## src/hdl/sm4_block_cipher_ecb_cbc_core_macros.svh

```systemverilog
// Assertion macros shared by the SM4 engine RTL.
`ifndef SM4_BLOCK_CIPHER_ECB_CBC_CORE_MACROS_SVH
`define SM4_BLOCK_CIPHER_ECB_CBC_CORE_MACROS_SVH

`ifndef ASSERT_OFF

// Check that a property holds at every rising edge out of reset.
`define SM4_ASSERT(lbl, clk, rst, prop, msg) \
   lbl: assert property (@(posedge clk) disable iff (rst) prop) else $error(msg);

// Check that a condition never occurs out of reset.
`define SM4_ASSERT_NEVER(lbl, clk, rst, cond, msg) \
   lbl: assert property (@(posedge clk) disable iff (rst) !(cond)) else $error(msg);

`else

`define SM4_ASSERT(lbl, clk, rst, prop, msg)
`define SM4_ASSERT_NEVER(lbl, clk, rst, cond, msg)

`endif

`endif

```

## src/hdl/sm4_pkg.sv

```systemverilog
// Types, constants and functions shared by the SM4 engine modules.
package sm4_pkg;

   localparam int unsigned ROUND_COUNT = 32;
   localparam int unsigned CNT_W       = $clog2(ROUND_COUNT);
   localparam int unsigned WORD_W      = 32;
   localparam int unsigned HALF_W      = 64;
   localparam int unsigned CSR_IDX_W   = 3;

   // Register indexes of the configuration port
   typedef enum logic [CSR_IDX_W-1:0] {
      CSR_KEY_HI  = 3'd0,
      CSR_KEY_LO  = 3'd1,
      CSR_IV_HI   = 3'd2,
      CSR_IV_LO   = 3'd3,
      CSR_CHAIN   = 3'd4,
      CSR_DECRYPT = 3'd5
   } csr_index_type;

   // Sequencer states
   typedef enum logic [2:0] {
      ST_IDLE,
      ST_KEYEXP,
      ST_PRIME,
      ST_ROUNDS,
      ST_DRAIN
   } sm4_state_type;

   // Round key store write port
   typedef struct packed {
      logic              en;
      logic [CNT_W-1:0]  addr;
      logic [WORD_W-1:0] data;
   } rk_wr_type;

   localparam logic [WORD_W-1:0] FK0 = 32'ha3b1bac6;
   localparam logic [WORD_W-1:0] FK1 = 32'h56aa3350;
   localparam logic [WORD_W-1:0] FK2 = 32'h677d9197;
   localparam logic [WORD_W-1:0] FK3 = 32'hb27022dc;

   localparam logic [7:0] SBOX_TAB [256] = '{
      8'hD6,8'h90,8'hE9,8'hFE,8'hCC,8'hE1,8'h3D,8'hB7,
      8'h16,8'hB6,8'h14,8'hC2,8'h28,8'hFB,8'h2C,8'h05,
      8'h2B,8'h67,8'h9A,8'h76,8'h2A,8'hBE,8'h04,8'hC3,
      8'hAA,8'h44,8'h13,8'h26,8'h49,8'h86,8'h06,8'h99,
      8'h9C,8'h42,8'h50,8'hF4,8'h91,8'hEF,8'h98,8'h7A,
      8'h33,8'h54,8'h0B,8'h43,8'hED,8'hCF,8'hAC,8'h62,
      8'hE4,8'hB3,8'h1C,8'hA9,8'hC9,8'h08,8'hE8,8'h95,
      8'h80,8'hDF,8'h94,8'hFA,8'h75,8'h8F,8'h3F,8'hA6,
      8'h47,8'h07,8'hA7,8'hFC,8'hF3,8'h73,8'h17,8'hBA,
      8'h83,8'h59,8'h3C,8'h19,8'hE6,8'h85,8'h4F,8'hA8,
      8'h68,8'h6B,8'h81,8'hB2,8'h71,8'h64,8'hDA,8'h8B,
      8'hF8,8'hEB,8'h0F,8'h4B,8'h70,8'h56,8'h9D,8'h35,
      8'h1E,8'h24,8'h0E,8'h5E,8'h63,8'h58,8'hD1,8'hA2,
      8'h25,8'h22,8'h7C,8'h3B,8'h01,8'h21,8'h78,8'h87,
      8'hD4,8'h00,8'h46,8'h57,8'h9F,8'hD3,8'h27,8'h52,
      8'h4C,8'h36,8'h02,8'hE7,8'hA0,8'hC4,8'hC8,8'h9E,
      8'hEA,8'hBF,8'h8A,8'hD2,8'h40,8'hC7,8'h38,8'hB5,
      8'hA3,8'hF7,8'hF2,8'hCE,8'hF9,8'h61,8'h15,8'hA1,
      8'hE0,8'hAE,8'h5D,8'hA4,8'h9B,8'h34,8'h1A,8'h55,
      8'hAD,8'h93,8'h32,8'h30,8'hF5,8'h8C,8'hB1,8'hE3,
      8'h1D,8'hF6,8'hE2,8'h2E,8'h82,8'h66,8'hCA,8'h60,
      8'hC0,8'h29,8'h23,8'hAB,8'h0D,8'h53,8'h4E,8'h6F,
      8'hD5,8'hDB,8'h37,8'h45,8'hDE,8'hFD,8'h8E,8'h2F,
      8'h03,8'hFF,8'h6A,8'h72,8'h6D,8'h6C,8'h5B,8'h51,
      8'h8D,8'h1B,8'hAF,8'h92,8'hBB,8'hDD,8'hBC,8'h7F,
      8'h11,8'hD9,8'h5C,8'h41,8'h1F,8'h10,8'h5A,8'hD8,
      8'h0A,8'hC1,8'h31,8'h88,8'hA5,8'hCD,8'h7B,8'hBD,
      8'h2D,8'h74,8'hD0,8'h12,8'hB8,8'hE5,8'hB4,8'hB0,
      8'h89,8'h69,8'h97,8'h4A,8'h0C,8'h96,8'h77,8'h7E,
      8'h65,8'hB9,8'hF1,8'h09,8'hC5,8'h6E,8'hC6,8'h84,
      8'h18,8'hF0,8'h7D,8'hEC,8'h3A,8'hDC,8'h4D,8'h20,
      8'h79,8'hEE,8'h5F,8'h3E,8'hD7,8'hCB,8'h39,8'h48
   };

   // Byte-wise S-box substitution
   function automatic logic [WORD_W-1:0] tau(input logic [WORD_W-1:0] a);
      tau = {SBOX_TAB[a[31:24]], SBOX_TAB[a[23:16]], SBOX_TAB[a[15:8]], SBOX_TAB[a[7:0]]};
   endfunction

   // Linear map of the data rounds
   function automatic logic [WORD_W-1:0] lin_data(input logic [WORD_W-1:0] b);
      lin_data = b ^ {b[29:0], b[31:30]} ^ {b[21:0], b[31:22]}
                   ^ {b[13:0], b[31:14]} ^ {b[7:0], b[31:8]};
   endfunction

   // Linear map of the key schedule
   function automatic logic [WORD_W-1:0] lin_key(input logic [WORD_W-1:0] b);
      lin_key = b ^ {b[18:0], b[31:19]} ^ {b[8:0], b[31:9]};
   endfunction

   // CK constant of step i: byte j is 7 * (4i + j) mod 256
   function automatic logic [WORD_W-1:0] ck_word(input logic [CNT_W-1:0] i);
      logic [WORD_W-1:0] w;
      logic [6:0]        idx;
      w = '0;
      for (int j = 0; j < 4; j++) begin
         idx = {i, 2'(j)};
         w   = {w[23:0], 8'({1'b0, idx} * 8'd7)};
      end
      return w;
   endfunction

endpackage

```

## src/hdl/sm4_round.sv

```systemverilog
// Shared SM4 round unit: one data round or one key schedule step.
module sm4_round
   import sm4_pkg::*;
(
   input  logic [WORD_W-1:0] w0,
   input  logic [WORD_W-1:0] w1,
   input  logic [WORD_W-1:0] w2,
   input  logic [WORD_W-1:0] w3,
   input  logic [WORD_W-1:0] rk,
   input  logic              key_sched,
   output logic [WORD_W-1:0] w_new
);

   logic [WORD_W-1:0] sub;

   // Mix the three newest words with the round key or CK constant, substitute, diffuse
   always_comb begin
      sub   = tau(w1 ^ w2 ^ w3 ^ rk);
      w_new = w0 ^ (key_sched ? lin_key(sub) : lin_data(sub));
   end

endmodule

```

## src/hdl/sm4_rkmem.sv

```systemverilog
// Round key store: 32 words, one write port and one registered read port.
module sm4_rkmem
   import sm4_pkg::*;
(
   input  logic              clock,
   input  rk_wr_type         wr,
   input  logic [CNT_W-1:0]  rd_addr,
   output logic [WORD_W-1:0] rd_data
);

   logic [WORD_W-1:0] mem [ROUND_COUNT];
   logic [WORD_W-1:0] rd_data_ff;

   // Write a key during expansion
   always_ff @(posedge clock) begin
      if (wr.en) begin
         mem[wr.addr] <= wr.data;
      end
   end

   // Register the read word
   always_ff @(posedge clock) begin
      rd_data_ff <= mem[rd_addr];
   end

   assign rd_data = rd_data_ff;

endmodule

```

## src/hdl/sm4_block_cipher_ecb_cbc_core.sv

```systemverilog
// SM4 block cipher engine, ECB or CBC, one 128-bit block per request beat.
// Configuration: csr_wr_en writes csr_wr_data into register csr_index
// (key hi/lo, IV hi/lo, chain mode, direction); write only while idle.
// A key or direction write marks the round keys stale; the next block first
// runs 32 key schedule steps through the shared round unit, then a prime
// state that starts the key store read.
// Request: req_valid with block and new_message; accepted when req_stall is
// low, which holds only while the sequencer idles. The next block is taken
// while an earlier result still waits at the output register.
// Blocks are handled one at a time: a new block is taken only after the
// previous one has run its 32 rounds and its output cycle, bound by the
// single shared round unit.
// Result: rsp_valid stays high with rsp_out_hi/lo held until a cycle with
// rsp_stall low; a stalled result holds the sequencer in its output cycle.
// Reset: synchronous; clears control, config and chaining regs, marks keys stale.
`include "sm4_block_cipher_ecb_cbc_core_macros.svh"

module sm4_block_cipher_ecb_cbc_core
   import sm4_pkg::*;
(
   input  logic                 clock,
   input  logic                 reset,
   input  logic                 csr_wr_en,
   input  logic [CSR_IDX_W-1:0] csr_index,
   input  logic [HALF_W-1:0]    csr_wr_data,
   input  logic                 req_valid,
   output logic                 req_stall,
   input  logic [HALF_W-1:0]    req_block_hi,
   input  logic [HALF_W-1:0]    req_block_lo,
   input  logic                 req_new_message,
   output logic                 rsp_valid,
   input  logic                 rsp_stall,
   output logic [HALF_W-1:0]    rsp_out_hi,
   output logic [HALF_W-1:0]    rsp_out_lo
);

   // Configuration registers
   logic [HALF_W-1:0] key_hi_ff, key_lo_ff, iv_hi_ff, iv_lo_ff;
   logic              chain_mode_ff, decrypt_dir_ff, keys_stale_ff;

   // Sequencer and working state
   sm4_state_type     state_ff, state_in;
   logic [CNT_W-1:0]  cnt_ff, cnt_in;
   logic [WORD_W-1:0] kw_ff [4];
   logic [WORD_W-1:0] x_ff [4];
   logic [HALF_W-1:0] mask_hi_ff, mask_lo_ff;
   logic [HALF_W-1:0] chain_hi_ff, chain_lo_ff;
   logic              rsp_valid_ff;
   logic [HALF_W-1:0] rsp_hi_ff, rsp_lo_ff;

   // Control
   logic              req_accept, cnt_last, slot_free;
   logic              key_step, round_step, drain_go;
   logic              cbc, cbc_enc, cbc_dec;
   logic [HALF_W-1:0] chain_eff_hi, chain_eff_lo;
   logic [HALF_W-1:0] res_hi, res_lo;
   logic [CNT_W-1:0]  rd_addr;
   logic [WORD_W-1:0] rk_word;
   logic [WORD_W-1:0] u_w0, u_w1, u_w2, u_w3, u_rk, u_new;
   rk_wr_type         rk_wr;

   assign req_accept = req_valid && !req_stall;
   assign cnt_last   = (cnt_ff == CNT_W'(ROUND_COUNT - 1));
   assign slot_free  = !rsp_valid_ff || !rsp_stall;
   assign cbc        = chain_mode_ff;
   assign cbc_enc    = chain_mode_ff && !decrypt_dir_ff;
   assign cbc_dec    = chain_mode_ff && decrypt_dir_ff;

   // Chaining value for this block, from the IV on a new message
   assign chain_eff_hi = (cbc && req_new_message) ? iv_hi_ff : chain_hi_ff;
   assign chain_eff_lo = (cbc && req_new_message) ? iv_lo_ff : chain_lo_ff;

   // Final words come out in reverse order, then the decrypt mask
   assign res_hi = {x_ff[3], x_ff[2]} ^ mask_hi_ff;
   assign res_lo = {x_ff[1], x_ff[0]} ^ mask_lo_ff;

   // Next state
   always_comb begin
      state_in = state_ff;
      case (state_ff)
         ST_IDLE: begin
            if (req_accept) begin
               state_in = keys_stale_ff ? ST_KEYEXP : ST_ROUNDS;
            end
         end
         ST_KEYEXP: begin
            if (cnt_last) begin
               state_in = ST_PRIME;
            end
         end
         ST_PRIME: begin
            state_in = ST_ROUNDS;
         end
         ST_ROUNDS: begin
            if (cnt_last) begin
               state_in = ST_DRAIN;
            end
         end
         ST_DRAIN: begin
            if (slot_free) begin
               state_in = ST_IDLE;
            end
         end
         default: begin
            state_in = ST_IDLE;
         end
      endcase
   end

   // State outputs
   always_comb begin
      req_stall  = 1'b1;
      key_step   = 1'b0;
      round_step = 1'b0;
      drain_go   = 1'b0;
      rd_addr    = '0;
      case (state_ff)
         ST_IDLE: begin
            req_stall = 1'b0;
         end
         ST_KEYEXP: begin
            key_step = 1'b1;
         end
         ST_PRIME: begin
            rd_addr = '0;
         end
         ST_ROUNDS: begin
            round_step = 1'b1;
            rd_addr    = cnt_ff + 1'b1;
         end
         ST_DRAIN: begin
            drain_go = slot_free;
         end
         default: begin
            req_stall = 1'b1;
         end
      endcase
   end

   // Advance the step counter while the round unit runs, wrap to zero after
   assign cnt_in = (key_step || round_step) ? cnt_ff + 1'b1 : '0;

   // Feed the shared round unit from the key or the data words
   always_comb begin
      if (key_step) begin
         u_w0 = kw_ff[0];
         u_w1 = kw_ff[1];
         u_w2 = kw_ff[2];
         u_w3 = kw_ff[3];
         u_rk = ck_word(cnt_ff);
      end else begin
         u_w0 = x_ff[0];
         u_w1 = x_ff[1];
         u_w2 = x_ff[2];
         u_w3 = x_ff[3];
         u_rk = rk_word;
      end
   end

   sm4_round u_round (
      .w0        (u_w0),
      .w1        (u_w1),
      .w2        (u_w2),
      .w3        (u_w3),
      .rk        (u_rk),
      .key_sched (key_step),
      .w_new     (u_new)
   );

   // Store each new key, mirrored for decryption
   always_comb begin
      rk_wr.en   = key_step;
      rk_wr.addr = decrypt_dir_ff ? ~cnt_ff : cnt_ff;
      rk_wr.data = u_new;
   end

   sm4_rkmem u_rkmem (
      .clock   (clock),
      .wr      (rk_wr),
      .rd_addr (rd_addr),
      .rd_data (rk_word)
   );

   // Control registers
   always_ff @(posedge clock) begin
      if (reset) begin
         state_ff      <= ST_IDLE;
         cnt_ff        <= '0;
         rsp_valid_ff  <= 1'b0;
         keys_stale_ff <= 1'b1;
         chain_mode_ff <= 1'b0;
         decrypt_dir_ff <= 1'b0;
      end else begin
         state_ff <= state_in;
         cnt_ff   <= cnt_in;
         // hold the result until taken, then drop or refill
         if (drain_go) begin
            rsp_valid_ff <= 1'b1;
         end else if (!rsp_stall) begin
            rsp_valid_ff <= 1'b0;
         end
         // keys become fresh at the end of expansion, stale on key or direction writes
         if (csr_wr_en && (csr_index == CSR_KEY_HI || csr_index == CSR_KEY_LO
                           || csr_index == CSR_DECRYPT)) begin
            keys_stale_ff <= 1'b1;
         end else if (key_step && cnt_last) begin
            keys_stale_ff <= 1'b0;
         end
         if (csr_wr_en && csr_index == CSR_CHAIN) begin
            chain_mode_ff <= csr_wr_data[0];
         end
         if (csr_wr_en && csr_index == CSR_DECRYPT) begin
            decrypt_dir_ff <= csr_wr_data[0];
         end
      end
   end

   // Wide configuration registers and chaining value
   always_ff @(posedge clock) begin
      if (reset) begin
         key_hi_ff   <= '0;
         key_lo_ff   <= '0;
         iv_hi_ff    <= '0;
         iv_lo_ff    <= '0;
         chain_hi_ff <= '0;
         chain_lo_ff <= '0;
      end else begin
         if (csr_wr_en && csr_index == CSR_KEY_HI) begin
            key_hi_ff <= csr_wr_data;
         end
         if (csr_wr_en && csr_index == CSR_KEY_LO) begin
            key_lo_ff <= csr_wr_data;
         end
         if (csr_wr_en && csr_index == CSR_IV_HI) begin
            iv_hi_ff <= csr_wr_data;
         end
         if (csr_wr_en && csr_index == CSR_IV_LO) begin
            iv_lo_ff <= csr_wr_data;
         end
         // decrypt chains on the ciphertext in, encrypt on the result out
         if (req_accept && cbc_dec) begin
            chain_hi_ff <= req_block_hi;
            chain_lo_ff <= req_block_lo;
         end else if (drain_go && cbc_enc) begin
            chain_hi_ff <= res_hi;
            chain_lo_ff <= res_lo;
         end
      end
   end

   // Working words, decrypt mask and result payload
   always_ff @(posedge clock) begin
      if (req_accept) begin
         kw_ff[0] <= key_hi_ff[63:32] ^ FK0;
         kw_ff[1] <= key_hi_ff[31:0]  ^ FK1;
         kw_ff[2] <= key_lo_ff[63:32] ^ FK2;
         kw_ff[3] <= key_lo_ff[31:0]  ^ FK3;
         if (cbc_enc) begin
            {x_ff[0], x_ff[1]} <= req_block_hi ^ chain_eff_hi;
            {x_ff[2], x_ff[3]} <= req_block_lo ^ chain_eff_lo;
         end else begin
            {x_ff[0], x_ff[1]} <= req_block_hi;
            {x_ff[2], x_ff[3]} <= req_block_lo;
         end
         mask_hi_ff <= cbc_dec ? chain_eff_hi : '0;
         mask_lo_ff <= cbc_dec ? chain_eff_lo : '0;
      end else if (key_step) begin
         kw_ff[0] <= kw_ff[1];
         kw_ff[1] <= kw_ff[2];
         kw_ff[2] <= kw_ff[3];
         kw_ff[3] <= u_new;
      end else if (round_step) begin
         x_ff[0] <= x_ff[1];
         x_ff[1] <= x_ff[2];
         x_ff[2] <= x_ff[3];
         x_ff[3] <= u_new;
      end
      if (drain_go) begin
         rsp_hi_ff <= res_hi;
         rsp_lo_ff <= res_lo;
      end
   end

   assign rsp_valid  = rsp_valid_ff;
   assign rsp_out_hi = rsp_hi_ff;
   assign rsp_out_lo = rsp_lo_ff;

   // Assertions
   `SM4_ASSERT(a_keyexp_only_stale, clock, reset, (state_ff == ST_KEYEXP) |-> keys_stale_ff, "key expansion running with fresh keys")
   `SM4_ASSERT(a_rounds_start_zero, clock, reset, (state_ff == ST_ROUNDS && $past(state_ff) != ST_ROUNDS) |-> (cnt_ff == '0), "rounds started with nonzero count")
   `SM4_ASSERT_NEVER(a_drain_count, clock, reset, (state_ff == ST_DRAIN && cnt_ff != '0), "output cycle reached before all rounds")
   `SM4_ASSERT(a_rsp_from_drain, clock, reset, $rose(rsp_valid_ff) |-> ($past(state_ff) == ST_DRAIN), "result raised outside the output cycle")

endmodule
```

## config.mk

```make
export PLATFORM = sky130hd
export DESIGN_NAME = sm4_block_cipher_ecb_cbc_core
export DESIGN_NICKNAME = d
export VERILOG_FILES = /design/src/hdl/sm4_pkg.sv /design/src/hdl/sm4_round.sv /design/src/hdl/sm4_rkmem.sv /design/src/hdl/sm4_block_cipher_ecb_cbc_core.sv
export VERILOG_INCLUDE_DIRS = /design/src /design/src/hdl
export SDC_FILE = /design/constraint.sdc
export NUM_CORES = 2
export LEC_CHECK = 0
export BUFFER_PORTS_ARGS = -buffer_cell sky130_fd_sc_hd__buf_2
export CORE_MARGIN = 2
export CORE_UTILIZATION = 55
export DETAILED_ROUTE_END_ITERATION = 7
export PLACE_DENSITY = 0.75
export SLEW_MARGIN = 25
export SYNTH_ARGS = -nofsm -noshare
export SYNTH_HDL_FRONTEND = slang
export SYNTH_SLANG_ARGS = --single-unit
```

## constraint.sdc

```tcl
create_clock -name clock -period 9.48 [get_ports clock]
set_input_delay 1.896 -clock clock [delete_from_list [all_inputs] [get_ports clock]]
set_output_delay 1.896 -clock clock [all_outputs]
set_load 0.05 [all_outputs]
```

==> qor.yml <==
status: "finished, violations left"
failed_checks: "DRC"
syn-num-nets: 8835
track_usage: 0.427
final_net_count: 8937
synthDominantCellAreaShare: 0.472
grt_pass1_vias: 73800
first_pass_grt_wire_length_um: 551000
cts.htree.levels: 4
ys.warnings.count: 0
timing.final.crit_share: 0.806
min-delay-start: "iv_hi_ff[52]"
cts_tree: "built"
die-height_um: 425
detail_route.first_pass.iterations: 8
regToRegStartpoint: "cnt_ff[2]"
maxSlewHeadroom: 0.186
area_delta_synth_final_pct: 11.5
fin_worst_skew_ns: 0.0454
rows: 154
yosys-top-cells-area: "sky130_fd_sc_hd__edfxtp_1 (47%), sky130_fd_sc_hd__dfxtp_1 (8.8%), sky130_fd_sc_hd__nand2_1 (4.6%), sky130_fd_sc_hd__mux4_2 (4.5%), sky130_fd_sc_hd__mux2i_1 (3.3%)"
dominantRegCellSynth: "sky130_fd_sc_hd__edfxtp_1"
critical_path_arrival_ns: 8.20
required_time_reported_for_the_critical_path_endpoint_ns: 10.05
clock_tree.buffer_depth: 3
worstPathCellList: "inv_1 > fa_1 > inv_1 > ha_1 > xor2_1 > xnor2_1 > mux2_2 > buf_4 > nor2_1 > o22ai_1 > a2111oi_0 > a311oi_1 > or3_1 > xnor2_1 > xnor2_1 > nor2_1 > a21oi_2 > buf_4"
cts_sinks: 1964
total_length_of_routed_wires_um: 396000
synth.ff_latch_count: 1964
syn_inst: 8576
syn_area_per_cell_um2: 11.4
worst-r2r-cell-count: 18
slew_viol_final: 0
critPathMaxStageDelay_ns: 0.73
ioPinCount: 331
hold_viol: 0
detail-route-antenna-nets: 0
cp_max_fo: 32
cts_buffers: 193
hold_path.class: "flop to flop"
die_width_um: 425
fp.coreArea_um2: 176000
remaining_drc_errors: 1
min_delay_worst_endpoint: "iv_hi_ff[52]"
cell_type_contributing_the_most_total_cell_area_after_synthesis: "sky130_fd_sc_hd__edfxtp_1"
cts_hold_buf: 0
clk-insertion-delay-late_ns: 0.88
ys_seq_area_frac: 0.560
timing.critical_path.slowest_stage_cell: "sky130_fd_sc_hd__nor2_1"
post_route_cells_drive_above_1_share: 0.147
timing.critical_path.to_type: "flop"
worst_path_most_repeated_cell: "sky130_fd_sc_hd__xnor2_1"
grt_start_max_net_pins: 257
setup.worst_path.class: "flop to flop"
worst-slew-pin-transition_ns: 1.21
wl_per_cell_um: 35.2
design.die.area_um2: 181000
via_count: 78700
setup_total_negative_slack_ns: 0
syn-cell-area_um2: 97700
reg2reg_to: "u_rkmem.mem[15][29]"
grt_remaining_overflow: 0
floorplan.initialDensity: 0.554
io_buffer_count: 330
gp_congestion: 1.04
cts_root_buf: "sky130_fd_sc_hd__clkbuf_16"
worst_hold_path.num_cells: 2
rsz0062_at_grt: "no"
finalWorstPathRequiredPeriod_ns: 7.64
r2r_setup_slack_ns: 1.84
grt_antenna_before_repair: 43
worstSetupStartpointType: "flop"
drt_iter0_markers: 12700
clk_pin_slew_ns: 0.06
asyncSetResetFlopFracSynth: 0
post-dp-hpwl_um: 255000
yosysUniqueCellTypes: 113
ctsResizeCount: 0
via_per_inst: 7.01
fmax_ghz: 0.131
max_cap_viol: 0
number_of_setup_violations_in_the_final_report: 0
synth-edff-count: 1536
post-cts-setup-buffers: 0
-- critical path, delay by kind of cell, from the launching register on --
kind                     cells  cell delay, ns
AO/OA/AOI/OAI                4            1.17
XOR/XNOR                     4            1.45
AND/OR/NAND/NOR              3            1.68
flip-flops                   1            0.57
multiplexers                 1            0.55
adder cells (fa/ha/maj)      2            1.05
buffers and inverters        4            0.83
-- cell usage after synthesis (all sizes together) (14+ instances only) --
cell type	count
o32ai	25
a221o	16
o2111ai	22
and2	33
mux2	47
mux4	193
clkbuf	418
a2111oi	25
or3	15
o31ai	47
o21ai	559
o21a	17
xnor3	27
nand4	23
nand2b	24
ha	50
nor3	123
mux2i	332
o22ai	183
a22oi	34
a21o	17
a21oi	552
nor2	667
buf	258
edfxtp	1536
a211o	22
nand2	1194
o211ai	72
inv	39
a211oi	85
dfxtp	428
and3	26
a31oi	78
o221ai	163
xor2	271
o311ai	49
a32oi	25
xnor2	351
nor2b	135
a311oi	30
a41oi	14
a221oi	46
nand3	127
nor4	28
-- metrics by stage --
step	utilization	hold slack, ns	cell area (um^2)	instances	setup WS [ns]
3_5_place_dp	0.579	0.446	102000	10800	2.15
6_report	0.617	0.453	109000	11200	1.84
5_1_grt	0.617	0.468	109000	11200	1.76
2_1_floorplan	-	0.433	97700	8576	0.695
3_3_place_gp	0.578	0.440	102000	10800	2.19
4_1_cts	0.616	0.454	109000	11200	2.14
-- how the worst max path moves through the flow --
| stage | slack [ns] | from | to | depth (start not counted) |
|---|---|---|---|---|
| 3_3_place_gp | 2.19 | cnt_ff[0] | u_rkmem.mem[14][7] | 18 |
| 6_report | 1.84 | cnt_ff[2] | u_rkmem.mem[15][29] | 18 |
| 3_5_place_dp | 2.15 | cnt_ff[2] | u_rkmem.mem[13][24] | 17 |
| 4_1_cts | 2.14 | cnt_ff[2] | u_rkmem.mem[2][7] | 17 |
| 5_1_grt | 1.76 | cnt_ff[2] | u_rkmem.mem[30][5] | 18 |
| 2_1_floorplan | 0.69 | req_valid | x_ff[0] | 2 |
-- cells in the final DEF (no fill, tap or decap), types with 44 or more instances in the layout --
cell | synthesis | final
sky130_fd_sc_hd__edfxtp_1 | 1536 | 1536
sky130_fd_sc_hd__nand2_1 | 1193 | 1183
sky130_fd_sc_hd__nor2_1 | 666 | 622
sky130_fd_sc_hd__o21ai_0 | 552 | 547
sky130_fd_sc_hd__a21oi_1 | 551 | 535
sky130_fd_sc_hd__dfxtp_1 | 428 | 428
sky130_fd_sc_hd__xnor2_1 | 348 | 343
sky130_fd_sc_hd__buf_2 | 150 | 330
sky130_fd_sc_hd__mux2i_1 | 321 | 314
sky130_fd_sc_hd__xor2_1 | 268 | 267
sky130_fd_sc_hd__buf_4 | 27 | 235
sky130_fd_sc_hd__clkbuf_16 | 0 | 194
sky130_fd_sc_hd__mux4_2 | 193 | 193
sky130_fd_sc_hd__o22ai_1 | 183 | 183
sky130_fd_sc_hd__o221ai_1 | 162 | 162
sky130_fd_sc_hd__nor2b_1 | 135 | 135
sky130_fd_sc_hd__nand3_1 | 127 | 125
sky130_fd_sc_hd__nor3_1 | 121 | 118
sky130_fd_sc_hd__a211oi_1 | 79 | 79
sky130_fd_sc_hd__a31oi_1 | 77 | 75
sky130_fd_sc_hd__o211ai_1 | 72 | 72
sky130_fd_sc_hd__ha_1 | 50 | 50
sky130_fd_sc_hd__mux2_2 | 46 | 46
sky130_fd_sc_hd__a221oi_1 | 45 | 44
-- flip-flops by register name, indices dropped and copies added (netlist names), 32 cells and up --
signal	flops
key_lo_ff	64
chain_hi_ff	64
mask_lo_ff	64
iv_lo_ff	64
kw_ff	128
x_ff	128
iv_hi_ff	64
rsp_out_lo	64
u_rkmem.mem	1024
chain_lo_ff	64
rsp_out_hi	64
mask_hi_ff	64
key_hi_ff	64
u_rkmem.rd_data	32
-- final cells by class --
class	instances	area, um^2
antenna	43	108
clock buffer	253	5300
clock inverter	112	1310
fill	13700	67500
inverter	39	163
multi-input combinational	5897	40600
sequential	1964	54700
tap	2340	2930
timing repair buffer	583	3740
-- cells by family (layout without fill, tap and decap cells) --
logic type | Yosys count | in the layout | share of synthesized area
other | 0 | 43 | 0
adders and majority gates | 59 | 59 | 0.00815
AOI/OAI and AO/OA | 2186 | 2186 | 0.146
xor gates and xnor gates | 656 | 656 | 0.0644
buffers and inverters | 715 | 987 | 0.0316
DFF | 1964 | 1964 | 0.560
and+or+nand+nor | 2424 | 2424 | 0.105
muxes | 572 | 572 | 0.0848
-- per-layer routing --
layer	vias to the layer above	track usage	part of all wire
li1	32400	-	-
met2	6117	0.623	0.44
met3	1337	0.105	0.12
met1	38900	0.561	0.36
met5	-	0	0.00017
met4	10	0.299	0.084
Power is left out: the tool's default activity adds up to more than one toggle a clock period on the data nets, which glitch-free logic cannot reach.
